$ cat src/hw/rtl/humidity_temp_frame_checker_core_defines.svh
// assertion macros for the humidity/temperature frame checker
// expects signals clk and rst_n in the scope of each use
`ifndef HUMIDITY_TEMP_FRAME_CHECKER_CORE_DEFINES_SVH
`define HUMIDITY_TEMP_FRAME_CHECKER_CORE_DEFINES_SVH

// same-cycle implication, disabled while in reset
`define HTFC_CHK_NOW(lbl, ante, cons, msg) \
  lbl: assert property (@(posedge clk) disable iff (!rst_n) (ante) |-> (cons)) \
    else $error(msg);

// next-cycle implication, disabled while in reset
`define HTFC_CHK_NEXT(lbl, ante, cons, msg) \
  lbl: assert property (@(posedge clk) disable iff (!rst_n) (ante) |=> (cons)) \
    else $error(msg);

`endif

$ cat src/hw/rtl/htfc_pkg.sv
// shared types, constants and the crc-8 byte step for the frame checker
// no dependencies
package htfc_pkg;

  typedef enum logic [1:0] {
    STAT_OK        = 2'd0,
    STAT_CRC_ERR   = 2'd1,
    STAT_RANGE_ERR = 2'd2
  } status_t;

  localparam logic [7:0]  CRC_POLY_RESET = 8'h31;

  // fixed-point conversion constants
  localparam logic [14:0] TEMP_SCALE  = 15'd17572;
  localparam logic signed [15:0] TEMP_OFFSET = 16'sd4685;
  localparam logic [13:0] HUM_SCALE   = 14'd12500;
  localparam logic signed [14:0] HUM_OFFSET  = 15'sd600;

  // range limits
  localparam logic signed [15:0] TEMP_LOW    = -16'sd4000;
  localparam logic signed [15:0] TEMP_HIGH   = 16'sd10000;
  localparam logic signed [14:0] HUM_LOW     = 15'sd0;
  localparam logic signed [14:0] HUM_HIGH    = 15'sd10000;
  localparam logic signed [17:0] TEMP_MARKER = -18'sd100000;

  // first stage to second stage
  typedef struct packed {
    logic              kind;        // 0 temperature, 1 humidity
    logic [7:0]        crc_hi;      // crc after the high byte
    logic [7:0]        raw_lsb;
    logic [7:0]        check_byte;
    logic signed [15:0] temp;       // converted temperature, hundredths
    logic signed [14:0] hum;        // converted humidity, hundredths
  } stage_t;

  typedef struct packed {
    status_t            status;
    logic signed [17:0] temperature;
    logic signed [14:0] humidity;
    logic               report_valid;
  } result_t;

  // one byte of crc-8, msb first
  function automatic logic [7:0] crc_byte(input logic [7:0] crc_in,
                                          input logic [7:0] data,
                                          input logic [7:0] poly);
    logic [7:0] c;
    c = crc_in ^ data;
    for (int i = 0; i < 8; i++) begin
      if (c[7]) begin
        c = {c[6:0], 1'b0} ^ poly;
      end else begin
        c = {c[6:0], 1'b0};
      end
    end
    return c;
  endfunction

endpackage

$ cat src/hw/rtl/htfc_front.sv
// input register stage: crc over the high byte and both fixed-point conversions
// depends on htfc_pkg
module htfc_front (
  input  logic              clk,
  input  logic              rst_n,
  input  logic              in_valid,
  output logic              in_ready,
  input  logic              kind,
  input  logic [7:0]        raw_msb,
  input  logic [7:0]        raw_lsb,
  input  logic [7:0]        check_byte,
  input  logic [7:0]        poly,
  input  logic              s1_take,
  output logic              s1_valid,
  output htfc_pkg::stage_t  s1
);
  import htfc_pkg::*;

  logic         s1_valid_r;
  logic         s1_valid_nxt;
  stage_t       s1_r;
  stage_t       s1_nxt;
  logic         in_fire;
  logic [15:0]  raw;
  logic [30:0]  temp_prod;
  logic [29:0]  hum_prod;

  assign in_ready = !s1_valid_r || s1_take;
  assign in_fire  = in_valid && in_ready;
  assign raw      = {raw_msb, raw_lsb};

  always_comb begin
    temp_prod         = 31'(raw) * 31'(TEMP_SCALE);
    hum_prod          = 30'(raw) * 30'(HUM_SCALE);
    s1_nxt.kind       = kind;
    s1_nxt.crc_hi     = crc_byte(8'h00, raw_msb, poly);
    s1_nxt.raw_lsb    = raw_lsb;
    s1_nxt.check_byte = check_byte;
    s1_nxt.temp       = $signed({1'b0, temp_prod[30:16]}) - TEMP_OFFSET;
    s1_nxt.hum        = $signed({1'b0, hum_prod[29:16]}) - HUM_OFFSET;
  end

  always_comb begin
    s1_valid_nxt = s1_valid_r;
    if (in_fire) begin
      s1_valid_nxt = 1'b1;
    end else if (s1_take) begin
      s1_valid_nxt = 1'b0;
    end
  end

  always_ff @(posedge clk) begin
    if (!rst_n) begin
      s1_valid_r <= 1'b0;
    end else begin
      s1_valid_r <= s1_valid_nxt;
    end
  end

  always_ff @(posedge clk) begin
    if (in_fire) begin
      s1_r <= s1_nxt;
    end
  end

  assign s1_valid = s1_valid_r;
  assign s1       = s1_r;

endmodule

$ cat src/hw/rtl/htfc_check.sv
// result stage: crc over the low byte, compare, range checks, stored temperature
// depends on htfc_pkg and humidity_temp_frame_checker_core_defines.svh
`include "humidity_temp_frame_checker_core_defines.svh"

module htfc_check (
  input  logic              clk,
  input  logic              rst_n,
  input  logic              s1_valid,
  input  htfc_pkg::stage_t  s1,
  input  logic [7:0]        poly,
  output logic              s1_take,
  output logic              out_valid,
  input  logic              out_ready,
  output htfc_pkg::result_t res
);
  import htfc_pkg::*;

  logic               out_valid_r;
  logic               out_valid_nxt;
  result_t            res_r;
  result_t            res_nxt;
  logic signed [17:0] temp_r;
  logic signed [17:0] temp_nxt;
  logic [7:0]         crc_lo;
  logic               crc_ok;
  logic signed [15:0] temp_val;
  logic signed [14:0] hum_val;
  logic               temp_bad;
  logic               hum_bad;

  assign s1_take = s1_valid && (!out_valid_r || out_ready);

  always_comb begin
    crc_lo   = crc_byte(s1.crc_hi, s1.raw_lsb, poly);
    crc_ok   = (crc_lo == s1.check_byte);
    temp_val = s1.temp;
    hum_val  = s1.hum;
    temp_bad = (temp_val > TEMP_HIGH) || (temp_val < TEMP_LOW);
    hum_bad  = (hum_val <= HUM_LOW) || (hum_val >= HUM_HIGH);
  end

  always_comb begin
    temp_nxt             = temp_r;
    res_nxt.status       = STAT_OK;
    res_nxt.humidity     = '0;
    res_nxt.report_valid = 1'b0;
    if (!crc_ok) begin
      res_nxt.status = STAT_CRC_ERR;
    end else if (!s1.kind) begin
      if (temp_bad) begin
        temp_nxt       = TEMP_MARKER;
        res_nxt.status = STAT_RANGE_ERR;
      end else begin
        temp_nxt = {{2{temp_val[15]}}, temp_val};
      end
    end else begin
      res_nxt.humidity = hum_val;
      if (hum_bad) begin
        res_nxt.status = STAT_RANGE_ERR;
      end else begin
        res_nxt.report_valid = 1'b1;
      end
    end
    res_nxt.temperature = temp_nxt;
  end

  always_comb begin
    out_valid_nxt = out_valid_r;
    if (s1_take) begin
      out_valid_nxt = 1'b1;
    end else if (out_ready) begin
      out_valid_nxt = 1'b0;
    end
  end

  always_ff @(posedge clk) begin
    if (!rst_n) begin
      out_valid_r <= 1'b0;
      temp_r      <= '0;
    end else begin
      out_valid_r <= out_valid_nxt;
      if (s1_take) begin
        temp_r <= temp_nxt;
      end
    end
  end

  always_ff @(posedge clk) begin
    if (s1_take) begin
      res_r <= res_nxt;
    end
  end

  assign out_valid = out_valid_r;
  assign res       = res_r;

  `HTFC_CHK_NEXT(a_crc_err_keeps_temp, s1_take && !crc_ok, $stable(temp_r), "crc error changed temperature")
  `HTFC_CHK_NEXT(a_hum_keeps_temp, s1_take && crc_ok && s1.kind, $stable(temp_r), "humidity frame changed temperature")
  `HTFC_CHK_NEXT(a_temp_marker, s1_take && crc_ok && !s1.kind && temp_bad, temp_r == TEMP_MARKER, "range error did not store marker")
  `HTFC_CHK_NOW(a_report_ok, out_valid_r && res_r.report_valid, res_r.status == STAT_OK, "report flagged with error status")

endmodule

$ cat src/hw/rtl/humidity_temp_frame_checker_core.sv
// top level of the humidity/temperature frame checker: ports, packing, config register
// depends on htfc_pkg, htfc_front and htfc_check
//
// Each input transaction is one three-byte sensor read frame (high byte, low byte,
// check byte) tagged by in_tuser as a temperature (0) or humidity (1) frame. A
// crc-8 (init 0, msb first, polynomial from cfg_data, reset 0x31) over the two
// data bytes is compared with the check byte; a mismatch gives status 1 and
// leaves the stored temperature alone. A good temperature frame is converted to
// hundredths of a degree as ((17572*raw)>>16)-4685 and stored, or, outside
// -4000..10000, the marker -100000 is stored and status 2 reported. A good
// humidity frame becomes ((12500*raw)>>16)-600 hundredths of a percent; inside
// 1..9999 the result carries report_valid with the stored temperature, otherwise
// status 2. Exactly one result transaction per input transaction, in order.
// Throughput is one transaction per clock while out_tready is held high; each frame
// passes the input register stage (high-byte crc and the constant multiplies) and
// then the result register stage (low-byte crc, compare, range checks and the
// temperature store). Back-pressure on the result side stalls both stages; the
// input is still taken while a result waits as long as the input stage can move
// forward. Write cfg_data only while the block is idle.
module humidity_temp_frame_checker_core (
  input  logic        clk,
  input  logic        rst_n,
  // input frames
  input  logic        in_tvalid,
  output logic        in_tready,
  input  logic [23:0] in_tdata,   // raw_msb[7:0], raw_lsb[15:8], check_byte[23:16]
  input  logic        in_tuser,   // req_type[0]
  // results
  output logic        out_tvalid,
  input  logic        out_tready,
  output logic [39:0] out_tdata,  // status[1:0], temperature_c100[19:2],
                                  // humidity_c100[34:20], zero pad[39:35]
  output logic        out_tuser,  // report_valid[0]
  // crc polynomial write
  input  logic        cfg_valid,
  output logic        cfg_ready,
  input  logic [7:0]  cfg_data
);
  import htfc_pkg::*;

  logic [7:0] poly_r;
  logic       s1_valid;
  logic       s1_take;
  stage_t     s1;
  result_t    res;

  // the polynomial register takes a write every cycle
  assign cfg_ready = 1'b1;

  always_ff @(posedge clk) begin
    if (!rst_n) begin
      poly_r <= CRC_POLY_RESET;
    end else if (cfg_valid) begin
      poly_r <= cfg_data;
    end
  end

  // input register stage
  htfc_front u_front (
    .clk        (clk),
    .rst_n      (rst_n),
    .in_valid   (in_tvalid),
    .in_ready   (in_tready),
    .kind       (in_tuser),
    .raw_msb    (in_tdata[7:0]),
    .raw_lsb    (in_tdata[15:8]),
    .check_byte (in_tdata[23:16]),
    .poly       (poly_r),
    .s1_take    (s1_take),
    .s1_valid   (s1_valid),
    .s1         (s1)
  );

  // result register stage, holds the stored temperature
  htfc_check u_check (
    .clk       (clk),
    .rst_n     (rst_n),
    .s1_valid  (s1_valid),
    .s1        (s1),
    .poly      (poly_r),
    .s1_take   (s1_take),
    .out_valid (out_tvalid),
    .out_ready (out_tready),
    .res       (res)
  );

  // pack the result fields, lowest first
  assign out_tdata = {5'b0, res.humidity, res.temperature, res.status};
  assign out_tuser = res.report_valid;

endmodule
$ cat config.mk
export PLATFORM = sky130hd
export DESIGN_NAME = humidity_temp_frame_checker_core
export DESIGN_NICKNAME = d
export VERILOG_FILES = /design/src/hw/rtl/htfc_pkg.sv /design/src/hw/rtl/htfc_front.sv /design/src/hw/rtl/htfc_check.sv /design/src/hw/rtl/humidity_temp_frame_checker_core.sv
export VERILOG_INCLUDE_DIRS = /design/src /design/src/hw/rtl
export SDC_FILE = /design/constraint.sdc
export NUM_CORES = 1
export LEC_CHECK = 0
export ABC_AREA = 0
export BUFFER_PORTS_ARGS = -buffer_cell sky130_fd_sc_hd__buf_2
export CAP_MARGIN = 5
export CORE_MARGIN = 2
export CORE_UTILIZATION = 57
export CTS_CLUSTER_SIZE = 12
export DETAILED_ROUTE_END_ITERATION = 10
export PLACE_DENSITY = 0.79
export SLEW_MARGIN = 20
export SYNTH_ARGS = -nofsm -noshare
export SYNTH_HDL_FRONTEND = slang
export SYNTH_HIERARCHICAL = 1
export SYNTH_SLANG_ARGS = --single-unit
$ cat constraint.sdc
create_clock -name clk -period 12.85 [get_ports clk]
set_clock_uncertainty 0.05 [all_clocks]
set_input_delay 1.285 -clock clk [delete_from_list [all_inputs] [get_ports clk]]
set_output_delay 1.285 -clock clk [all_outputs]
set_load 0.01 [all_outputs]
# --- After elaboration in Yosys (flattened, before gate mapping) ---
# Cells that the tools add are included.
op_classes:
  n_addsub: 2
  mul: 2
  magnitude_cmp: 4
  n_eq_ne: 1
  muxes: 27
  bitwise: 17
  n_reduce_logical: 11
ops:
  columns: ["op", "count"]
  rows:
  - ["XOR 8 bit", 17]
  - ["2-to-1 mux 8 bit", 16]
  - ["2-to-1 mux 18 bit", 3]
  - ["multiplier 16 x 13 -> 29 bit (second input constant)", 1]
  - ["multiplier 16 x 12 -> 28 bit (second input constant)", 1]
  - ["> comparator 16 x 15 -> 1 bit (second input constant)", 1]
  - ["less-than comparator 16 x 13 -> 1 bit (second input constant)", 1]
  - ["subtractor 15 x 13 -> 16 bit (second input constant)", 1]
  - [">= comparator 15 bit (second input constant)", 1]
  - ["<= comparator 15 x 1 -> 1 bit (second input constant)", 1]
  - ["subtractor 14 x 10 -> 15 bit (second input constant)", 1]
  - ["== test 8 bit", 1]
  - ["2-to-1 mux 2 bit", 3]
  - ["2-to-1 mux 1 bit", 5]
  - ["logical OR 1 bit", 4]
  - ["nonzero test 2 bit", 2]
  - ["logical AND 1 bit", 2]
  - ["logical NOT 1 bit", 2]
  - ["AND reduction 2 bit", 1]
word_totals:
  register_bits: 120
  in_bits: 38
  output_inout_bits: 44
  wordCells: 79

# --- Longest topological paths before layout ---
# Gate-level depths: netlist of the first run.
logic_depth:
  depth_word: 19
  ltp_mapped: 24
  ltp_nobuf: 24

# --- Modules after synthesis ---
# Netlist of the first run, hierarchy kept.
modules_own_cells:
  columns: ["module", "n_inst", "cells_per_inst", "area_each_um2", "seq_area_each_um2"]
  rows:
  - ["htfc_front", 1, 928, 9197.6, 1701.6]
  - ["htfc_check", 1, 569, 5079.9, 1461.4]
  - ["humidity_temp_frame_checker_core", 1, 33, 346.6, 160.2]

# --- Worst setup path before layout of the first run ---
# No wires, ideal clock.
synth_timing:
  path_kind: "input-to-reg"
  startpoint: "in in_tdata[13]"
  endpoint: "reg u_front.s1_r, in the netlist u_front/s1[13], data pin"
  setup_ps: 176
  arrival_time_ps: 6502
  t_required_ps: 12624
  slack_ps: 6122
  cell_stages: 22
  n_path_buf: 0
  cell_sequence: "ha_1 -> ha_1 -> inv_1 -> fa_1 -> fa_1 -> fa_1 -> inv_1 -> ha_1 -> or3_1 -> a221oi_1 -> o21ai_0 -> a2111oi_0 -> a211o_1 -> ha_1 -> inv_1 -> o21ai_0 -> a21o_1 -> o311ai_1 -> a311oi_2 -> or3_1 -> nor4_1 -> nor4_1"
synth_rtl:
  columns: ["item", "line_no", "rtl"]
  rows:
  - ["from (decl)", "humidity_temp_frame_checker_core.sv:26", "input logic [23:0] in_tdata,"]
  - ["to (signal assigned)", "htfc_front.sv:62", "s1_r <= s1_nxt;"]
  - ["to (decl)", "htfc_front.sv:21", "stage_t s1_r;"]

==> results of run 1 <==
==> sequential cells by signal (all words and copies together), names as in the netlist <==
| name | cells |
|---|---|
| u_check/res | 36 |
| u_check/out_valid | 1 |
| poly_r | 8 |
| u_front/s1_valid | 1 |
| u_front/s1 | 56 |
| u_check/temp_r | 18 |
==> tightest hold or removal path, cell delays in order, from the launching register on <==
cell	delay, ns
dfxtp_1	0.30
nand2_1	0.05
mux2i_1	0.05
==> cells by family after synthesis <==
group | count (synthesis) | synth area share, %
compound gates | 287 | 14.49
xor+xnor | 146 | 11.04
fa+ha+maj | 258 | 25.62
buf+inv | 239 | 6.708
flops | 120 | 22.72
mux | 61 | 4.637
other cells | 2 | 0.05135
simple gates | 417 | 14.74
==> report_power, final <==
| group | internal [uW] | switching, uW | total (uW) |
|---|---|---|---|
| Combinational | 1190 | 1660 | 2850 |
| Sequential | 581 | 43.0 | 624 |
| Clock | 305 | 173 | 478 |
==> area by class of cell <==
| class | count | area [um^2] | share of cell area (%) |
|---|---|---|---|
| well taps | 330 | 412.9 | 2.614 |
| repair buffers | 86 | 457.9 | 2.900 |
| inverters | 177 | 664.4 | 4.207 |
| clock buffers | 21 | 440.4 | 2.789 |
| clock inverters | 11 | 148.9 | 0.9428 |
| multi-input cells | 1175 | 10340 | 65.50 |
| flip-flops and latches | 120 | 3324 | 21.05 |
==> metrics by stage <==
| stage | hold WS [ns] | cells | utilization, % | total power [uW] |
|---|---|---|---|---|
| after CTS | 0.4149 | 1920 | 62.71 | 3904 |
| final | 0.4100 | 1920 | 62.71 | 3947 |
| after global placement | 0.3910 | 1888 | 60.34 | 3332 |
| after detailed placement | 0.4062 | 1888 | 60.37 | 3396 |
| after global routing | 0.4307 | 1920 | 62.71 | 4252 |
| after floorplan | 0.3846 | 1534 | - | 2827 |
==> per-layer routing <==
layer / GRT usage (%) / part of all wire [%] / up-vias
li1: - / - / 5500
met1: 32.89 / 44 / 5465
met2: 41.97 / 48 / 464
met3: 3.662 / 6.1 / 65
met4: 9.410 / 2.5 / 0
met5: 0 / 0 / -
==> worst paths after layout <==
kind,from,end,slack (ns),depth (start not counted)
max,in_tdata[14],u_front/s1[13],5.51,23
min,u_check/temp_r[5],u_check/temp_r[5],0.41,2
max reg2reg,u_front/s1[46],u_check/res[20],6.41,15
min reg2reg,u_check/temp_r[5],u_check/temp_r[5],0.41,2
==> layout by cell type (no fill, tap or decap), drive strengths merged, types with 15 or more instances in the layout <==
cell type,Yosys,routed
buf,27,86
nand2,141,141
a21o,15,15
edfxtp,92,92
nand3,28,28
ha,189,189
a21oi,58,58
o211ai,20,20
inv,176,177
fa,69,69
and3,18,18
xor2,39,39
o21ai,57,57
mux2i,37,37
dfxtp,28,28
clkbuf,35,21
nor2b,20,20
mux2,24,24
nor3,29,29
nor2,70,70
xnor2,91,91
and2,30,30
==> reports/metrics.cfg, run 1 <==
[job]
maxCapViolations=0

[power]
p_leak_uw=0.007257
peakVddDrop_mv=0.1665
powerDensity_nw_per_um2=249.9

[cells_and_area]
stdcell_area_um2=15790
fillers=2059
nets=1873
layout-drive-gt1-share_pct=12.96
diodes=0
syn2layout_area_growth_pct=7.991

[clock_network]
cts_max_level=4
cts.sinks=120
cts_root_buf=clkbuf_16
cts_tree=yes
cts_made_buffers=17
clock_latency_ns=0.41
cts_resized=0
clockBufferDepth=2
cts_setup_buffers=0
clkSlewWorstSetupHoldPaths_ns=0.06
hold_buffers=0

[setup_path]
critPathSlowestCell=a311oi_2
worstSetupPathType=in -> reg
required_ns=13.02
crit_buf_inv=4
slowest_delay_ns=0.57
critPathTopFamily=compound AO/OA/AOI/OAI gates
crit_chain=buf_2 > ha_1 > ha_1 > inv_1 > fa_1 > fa_1 > fa_1 > inv_1 > ha_1 > or3_1 > a221oi_1 > o21ai_0 > a2111oi_0 > a211o_1 > ha_1 > inv_1 > o21ai_0 > a21o_1 > o311ai_1 > a311oi_2 > or3_1 > o211ai_1 > nor4_1
path_max_fanout=10
cp.arrival_ns=7.50
cp-end-kind=flop
startpoint_type=primary input
cpMostUsedCell=ha_1

[synthesis]
synth_area_leaders=edfxtp_1, ha_1, fa_1
synth_top_area_cell=edfxtp_1
synthArstFlopShare_pct=0
syn_avg_cell_area_um2=9.558
ys_ff_latch=120
post-synth-top-count-cell=ha_1
synth_cell_type_count=118
ys.flop_type=edfxtp_1
synth_edf_count=92
synthCells=1530
synthesis.area_um2=14620
synth_top_area_share_pct=18.89
seq_area_frac_synth_pct=22.72
synth_common_cells=ha_1, inv_1, nand2_1
ys_warn_count=6

[routing]
wire_per_inst_um=17.39
drtIter0Drc=1061
vias_per_cell=5.986
drt-total-wl_um=33400
antenna_left=0
vias=11490
first_pass_iters=5
drc=0

[global_route]
grt_pass1_vias=11240
grt_pass1_wl_um=54350
antenna_found_initial=0
grt_overflow=0
track_usage_pct=25.07
grt_max_degree=57

[worst_hold_path]
hp-class=reg -> reg

[timing]
min_period_ns=7.339
hold_viol_final=0
tns_ns=0
fin_ws_ns=5.511
grt_setup_unrepaired=false
relSlewSlack_pct=35.50
fmaxAchievable_ghz=0.1363
fin_crit_sh_pct=57.11
tightest_slew_ns=0.9643
drv_slew=0
setup_viol=0

[die]
start_util_pct=58.07
die_w_um=164.2
row_count=58
coreArea_um2=25180
die-area_um2=26950
io_pins=82
die_h_um=164.2

[placed_design]
hpwl_um=25240
place.gp.congestion=0.9284
postPlaceCellArea_um2=15200
portBuffers=75
dp_slack_ns=5.190

[run_status]
status=completed

Power figures use the tool's default switching activity.
==> run 2: changes to the inputs <==
ABC_AREA = 1   (was 0)
clock period = 7.6 ns   (was 12.85 ns; I/O delays follow)
==> run 2 against run 1 <==
  * Sequential cell count unchanged
  * Count of clock-buffer cells in the layout down 3
  * Area after synthesis down 3.6%
  * Via count up 4.9%
  * Worst setup slack worse by 3.3 ns
  * Non-clock buffer count up 1
  * Sequential share of layout area up 0.75 points
  * Die area down 3.5%
  * Critical path depth down 3
  * Register-to-register slack worse by 3.9 ns
  * Global-route usage down 0.44 points
  * Sequential power up 70%
==> reports/metrics.cfg, run 2 <==
[run_status]
status=completed

[setup_path]
startpoint_type=primary input
slowest_delay_ns=0.55
r2r_setup_slack_ns=2.54
critPathTopFamily=adder cells
cp.arrival_ns=5.53
critPathSlowestCell=fa_1
path_max_fanout=10
reg2regPathDepth=33
required_ns=7.73
worst_r2r_endpoint=u_check/temp_r[17]
crit_buf_inv=3
worstSetupPathType=in -> reg
crit_chain=buf_2 > ha_1 > ha_1 > inv_1 > fa_1 > fa_1 > fa_1 > inv_1 > ha_1 > a21oi_1 > o21ai_0 > a21oi_1 > nand2_1 > xor2_1 > ha_1 > o21ai_0 > nand3_1 > nand2_1 > nand2_1 > xnor2_1
reg2reg_from=u_front/s1[46]
cp-end-kind=flop
cpMostUsedCell=ha_1

[clock_network]
hold_buffers=0
cts.sinks=120
cts_root_buf=clkbuf_16
cts_max_level=4
cts_resized=0
clkSlewWorstSetupHoldPaths_ns=0.06
cts_made_buffers=17
clockBufferDepth=2
cts_tree=yes
cts_setup_buffers=0
clock_latency_ns=0.43

[routing]
antenna_left=0
vias_per_cell=5.344
vias=12060
drt-total-wl_um=31560
drc=0
first_pass_iters=5
drtIter0Drc=899
wire_per_inst_um=13.98

[timing]
setup_viol=0
tightest_slew_ns=0.8649
min_period_ns=5.399
drv_slew=0
grt_setup_unrepaired=false
hold_viol_final=0
fin_crit_sh_pct=71.04
fmaxAchievable_ghz=0.1852
timing.hold.ws_ns=0.4468
tns_ns=0
relSlewSlack_pct=42.28

[global_route]
grt_overflow=0
track_usage_pct=24.63
busiest_layer=met2
grtUsageMet1_pct=32.50
grt_pass1_vias=11380
grt_use_met2_pct=41.75
grt_pass1_wl_um=52160
antenna_found_initial=1
grt_max_degree=57
use_met3_pct=3.287

[cells_and_area]
nets=2215
layout-drive-gt1-share_pct=10.09
fillers=2077
fin_util_pct=62.67
syn2layout_area_growth_pct=8.132
final_cell_mix=nand2_1, inv_1, ha_1
largest_reg_flops=56
final_common_cell=nand2_1
regArea_um2=3323
multi_input_area_um2=9178

[placed_design]
hpwl_um=23850
portBuffers=75
place.gp.congestion=0.9213

[synthesis]
synth_cell_type_count=49
ys.flop_type=edfxtp_1
synth_top_area_cell=edfxtp_1
synthCells=1857
ys_ff_latch=120
synth_top_area_share_pct=19.60
synth_common_cells=nand2_1, inv_1, ha_1
synthArstFlopShare_pct=0
syn_avg_cell_area_um2=7.590
seq_area_frac_synth_pct=23.58
ys_warn_count=6
synth_area_leaders=edfxtp_1, ha_1, nand2_1
post-synth-top-count-cell=nand2_1
synthesis.area_um2=14090
synth_edf_count=92

[power]
p_leak_uw=0.008147
swShare_pct=49.56
p_comb_share_pct=66.0
power_switching_uw=2682
p_seq_share_pct=19.5
power_frac_clock_pct=14.5
p_int_uw=2730
peakVddDrop_mv=0.2814
powerDensity_nw_per_um2=355.1

[die]
die_h_um=161.3
die_w_um=161.3
start_util_pct=57.96
coreArea_um2=24320
die-area_um2=26000
row_count=57
io_pins=82

[worst_hold_path]
hold_path_end=u_check/out_valid
min_path_cells=2
worstHoldStart=u_check/out_valid
hp-class=reg -> reg

[job]
maxCapViolations=0

-- run 2: worst max path at each step --
stage                      start        endpoint  slack (ns)  cells past startpoint
finish               in_tdata[1]  u_front/s1[11]        2.20                     20
global route        in_tdata[12]  u_front/s1[14]        1.88                     25
CTS                  in_tdata[1]  u_front/s1[11]        2.24                     20
detailed placement   in_tdata[1]  u_front/s1[11]        1.80                     20
global placement     in_tdata[2]  u_front/s1[11]        1.88                     20
floorplan             out_tready   u_front/s1[0]        1.87                      7
-- run 2: layout make-up --
| cell class | count | share of cell area, % |
|---|---|---|
| antenna | 1 | 0.01642 |
| clock buffer | 18 | 2.882 |
| clock inverter | 14 | 0.9195 |
| inverter | 343 | 8.448 |
| multi-input combinational | 1350 | 60.22 |
| sequential | 120 | 21.80 |
| tap | 324 | 2.660 |
| timing repair buffer | 87 | 3.054 |
-- run 2: logic make-up after synthesis --
kind of cell	after synthesis	synth area share, %
buffers and inverters	391	11.50
AOI/OAI and AO/OA	158	6.241
DFF	120	23.58
adders and majority gates	258	26.58
other	2	0.05328
and+or+nand+nor	845	26.84
xor gates and xnor gates	83	5.211
-- run 2: metal layers --
layer	vias up	share of wire (%)
met5	-	0
met1	5572	45
met2	374	48
li1	6059	-
met3	56	5.3
met4	0	2.3
-- run 2: through the flow --
stage / cells / cell area [um^2] / total power [uW] / setup slack (ns)
global route: 2257 / 15240 / 5953 / 1.882
CTS: 2256 / 15240 / 5416 / 2.240
global placement: 2224 / 14660 / 4522 / 1.875
floorplan: 1861 / 14110 / 3935 / 1.874
detailed placement: 2224 / 14660 / 4600 / 1.802
finish: 2257 / 15240 / 5413 / 2.201
-- run 2: power groups by stage --
stage	Combinational, uW	Sequential, uW	Clock, uW
2_1_floorplan	2870	1060	0
3_3_place_gp	3460	1070	0
3_5_place_dp	3530	1070	0
4_1_cts	3560	1060	796
5_1_grt	4060	1070	822
6_report	3570	1060	784
-- run 2: tightest hold or removal path, cell delays in order (launching register included) --
cell and delay (ns):
dfxtp_1 0.31, nand2_1 0.08, a21oi_1 0.06
==> run 3: changes to the inputs <==
ABC_AREA = 0   (was 1)
clock period = 5.1 ns   (was 7.6 ns; I/O delays follow)
==> run 3 against run 2 <==
  * The run now ends with negative setup slack left
  * Worst hold slack lost 0.23 ns
  * Register-to-register slack lost 2.6 ns
  * Die area grew 3.7%
  * Cell area grew 26%
  * Worst setup slack lost 2.5 ns
  * Combinational power grew to 3.1 times the previous value
  * Utilization grew 14 points
  * Clock power grew 53%
  * Critical path type unchanged
==> reports/metrics.cfg, run 3 (same netlist as run 1, synthesis figures left out) <==
[clock_network]
clkSlewWorstSetupHoldPaths_ns=0.06
cts_tree=yes
cts_max_level=4
cts_made_buffers=17
cts.sinks=120
clockBufferDepth=2
clock_latency_ns=0.43
cts_root_buf=clkbuf_16

[timing]
fin_ws_ns=-0.3313
min_period_ns=5.431
fin_crit_sh_pct=106.5
hold_viol_final=0
grt_setup_unrepaired=true
fmaxAchievable_ghz=0.1841
relSlewSlack_pct=41.76
timing.hold.ws_ns=0.2150
tightest_slew_ns=0.8736
setup_viol=8
drv_slew=0

[setup_path]
cp-end-kind=flop
crit_buf_inv=3
worstSetupPathType=in -> reg
critPathTopFamily=adder cells
slowest_delay_ns=0.51
critPathSlowestCell=fa_1
cpMostUsedCell=ha_1
startpoint_type=primary input
crit_chain=buf_2 > ha_1 > buf_4 > nand2_1 > xnor2_1 > ha_1 > ha_1 > fa_1 > ha_4 > nand4_1 > o31ai_2 > a221oi_4 > buf_4 > nor2_2 > a31oi_4 > xnor2_2 > ha_4 > nor2_2 > a32oi_2 > o311ai_4 > a311oi_4 > or3_4 > o211ai_1 > nor4_1
path_max_fanout=4
cp.arrival_ns=5.62
required_ns=5.28

[global_route]
track_usage_pct=28.56
grt_pass1_vias=12880
grt_pass1_wl_um=61450
antenna_found_initial=0
grt_overflow=0
grt_max_degree=45

[cells_and_area]
syn2layout_area_growth_pct=31.17
largest_reg_flops=56
final_common_cell=buf_4
diodes=0
layout.cells.non_filler=2177
layout-drive-gt1-share_pct=34.65
nets=2130
final_cell_mix=buf_4, inv_1, ha_1
fin_util_pct=76.18

[placed_design]
dp_slack_ns=-0.7365
hpwl_um=29220
portBuffers=75
place.gp.congestion=0.9177
dp_cells=2118

[routing]
vias_per_cell=5.842
vias=12720
drc=0
antenna_left=0
drt-total-wl_um=40520
wire_per_inst_um=18.61
first_pass_iters=6
drtIter0Drc=1053

[run_status]
violations=negative setup slack
status=finished, violations left

[power]
total_power_uw=13740
powerDensity_nw_per_um2=716.1
peakVddDrop_mv=0.8097
p_leak_uw=0.008680

[die]
io_pins=82
coreArea_um2=25180
start_util_pct=58.07
die_w_um=164.2
die-area_um2=26950
die_h_um=164.2
row_count=58

[job]
maxCapViolations=0

[worst_hold_path]
hp-class=in -> reg

==> run 3: cell count changes in the layout (fill, tap and decap cells not counted), sizes merged, moves of 18 or more <==
| cell | before | now |
|---|---|---|
| o211ai | 1 | 20 |
| and2 | 1 | 30 |
| nor3 | 5 | 29 |
| nor2b | 0 | 20 |
| and3 | 0 | 18 |
| mux2 | 0 | 24 |
| xnor2 | 37 | 91 |
| mux2i | 0 | 37 |
| nand3 | 182 | 28 |
| buf | 87 | 343 |
| inv | 346 | 182 |
| nor2 | 104 | 70 |
| nand2 | 520 | 141 |
==> run 3: repair_timing <==
item	in CTS	in global routing
setup buffers	18	10
hold buffers	0	0
setup endpoints to repair	59	66
gates resized for setup	79	125
pin swaps	65	75
==> run 3: cell type report <==
cell class                 instances  area, um^2
multi-input combinational       1175       11640
fill                            1579        6000
sequential                       120        3324
timing repair buffer             343        2554
inverter                         177       664.4
clock buffer                      17       425.4
tap                              330       412.9
clock inverter                    15       165.2
==> run 3: layer usage <==
| layer | wire length (um) | GRT usage [%] |
|---|---|---|
| met5 | 0 | 0 |
| met4 | 1337 | 11.48 |
| met2 | 20410 | 49.81 |
| met1 | 16630 | 35.41 |
| met3 | 2136 | 4.268 |
==> run 3: worst reg2reg max path, cell delays in order (launching register included) <==
cell	delay [ns]
edfxtp_1	0.45
buf_4	0.19
xnor2_4	0.15
buf_6	0.16
nor3_4	0.22
buf_4	0.18
a311o_1	0.14
o221ai_2	0.12
a21oi_4	0.25
xor2_4	0.22
buf_6	0.15
xnor2_1	0.11
a2bb2oi_1	0.15
a31o_1	0.26
or4_4	0.51
and2_1	0.19
or3_1	0.36
a32oi_2	0.28
buf_4	0.18
nand3_4	0.07
buf_12	0.17
mux2_4	0.31
==> run 3: path summary, 6_finish.rpt <==
| path | cells after the start | slack, ns | endpoint | startpoint |
|---|---|---|---|---|
| worst min register to register | 2 | 0.42 | u_check/temp_r[1] | u_check/temp_r[1] |
| worst max-delay path | 24 | -0.33 | u_front/s1[13] | in_tdata[10] |
| worst max register to register | 21 | -0.01 | u_check/res[16] | u_front/s1[46] |
| worst min-delay path | 1 | 0.22 | u_front/s1[38] | in_tdata[23] |
==> run 3: where the power goes <==
| group | internal [uW] | total, uW | switching [uW] |
|---|---|---|---|
| clock network | 728 | 1200 | 472 |
| registers | 1460 | 1570 | 107 |
| logic | 5490 | 11000 | 5480 |
==> run 3: metrics by stage <==
step	cell area, um^2	setup TNS [ns]
floorplan	15030	-0.7108
global placement	17340	-9.639
detailed placement	17340	-15.10
CTS	18420	-0.09469
global route	19180	-6.060
finish	19180	-1.120
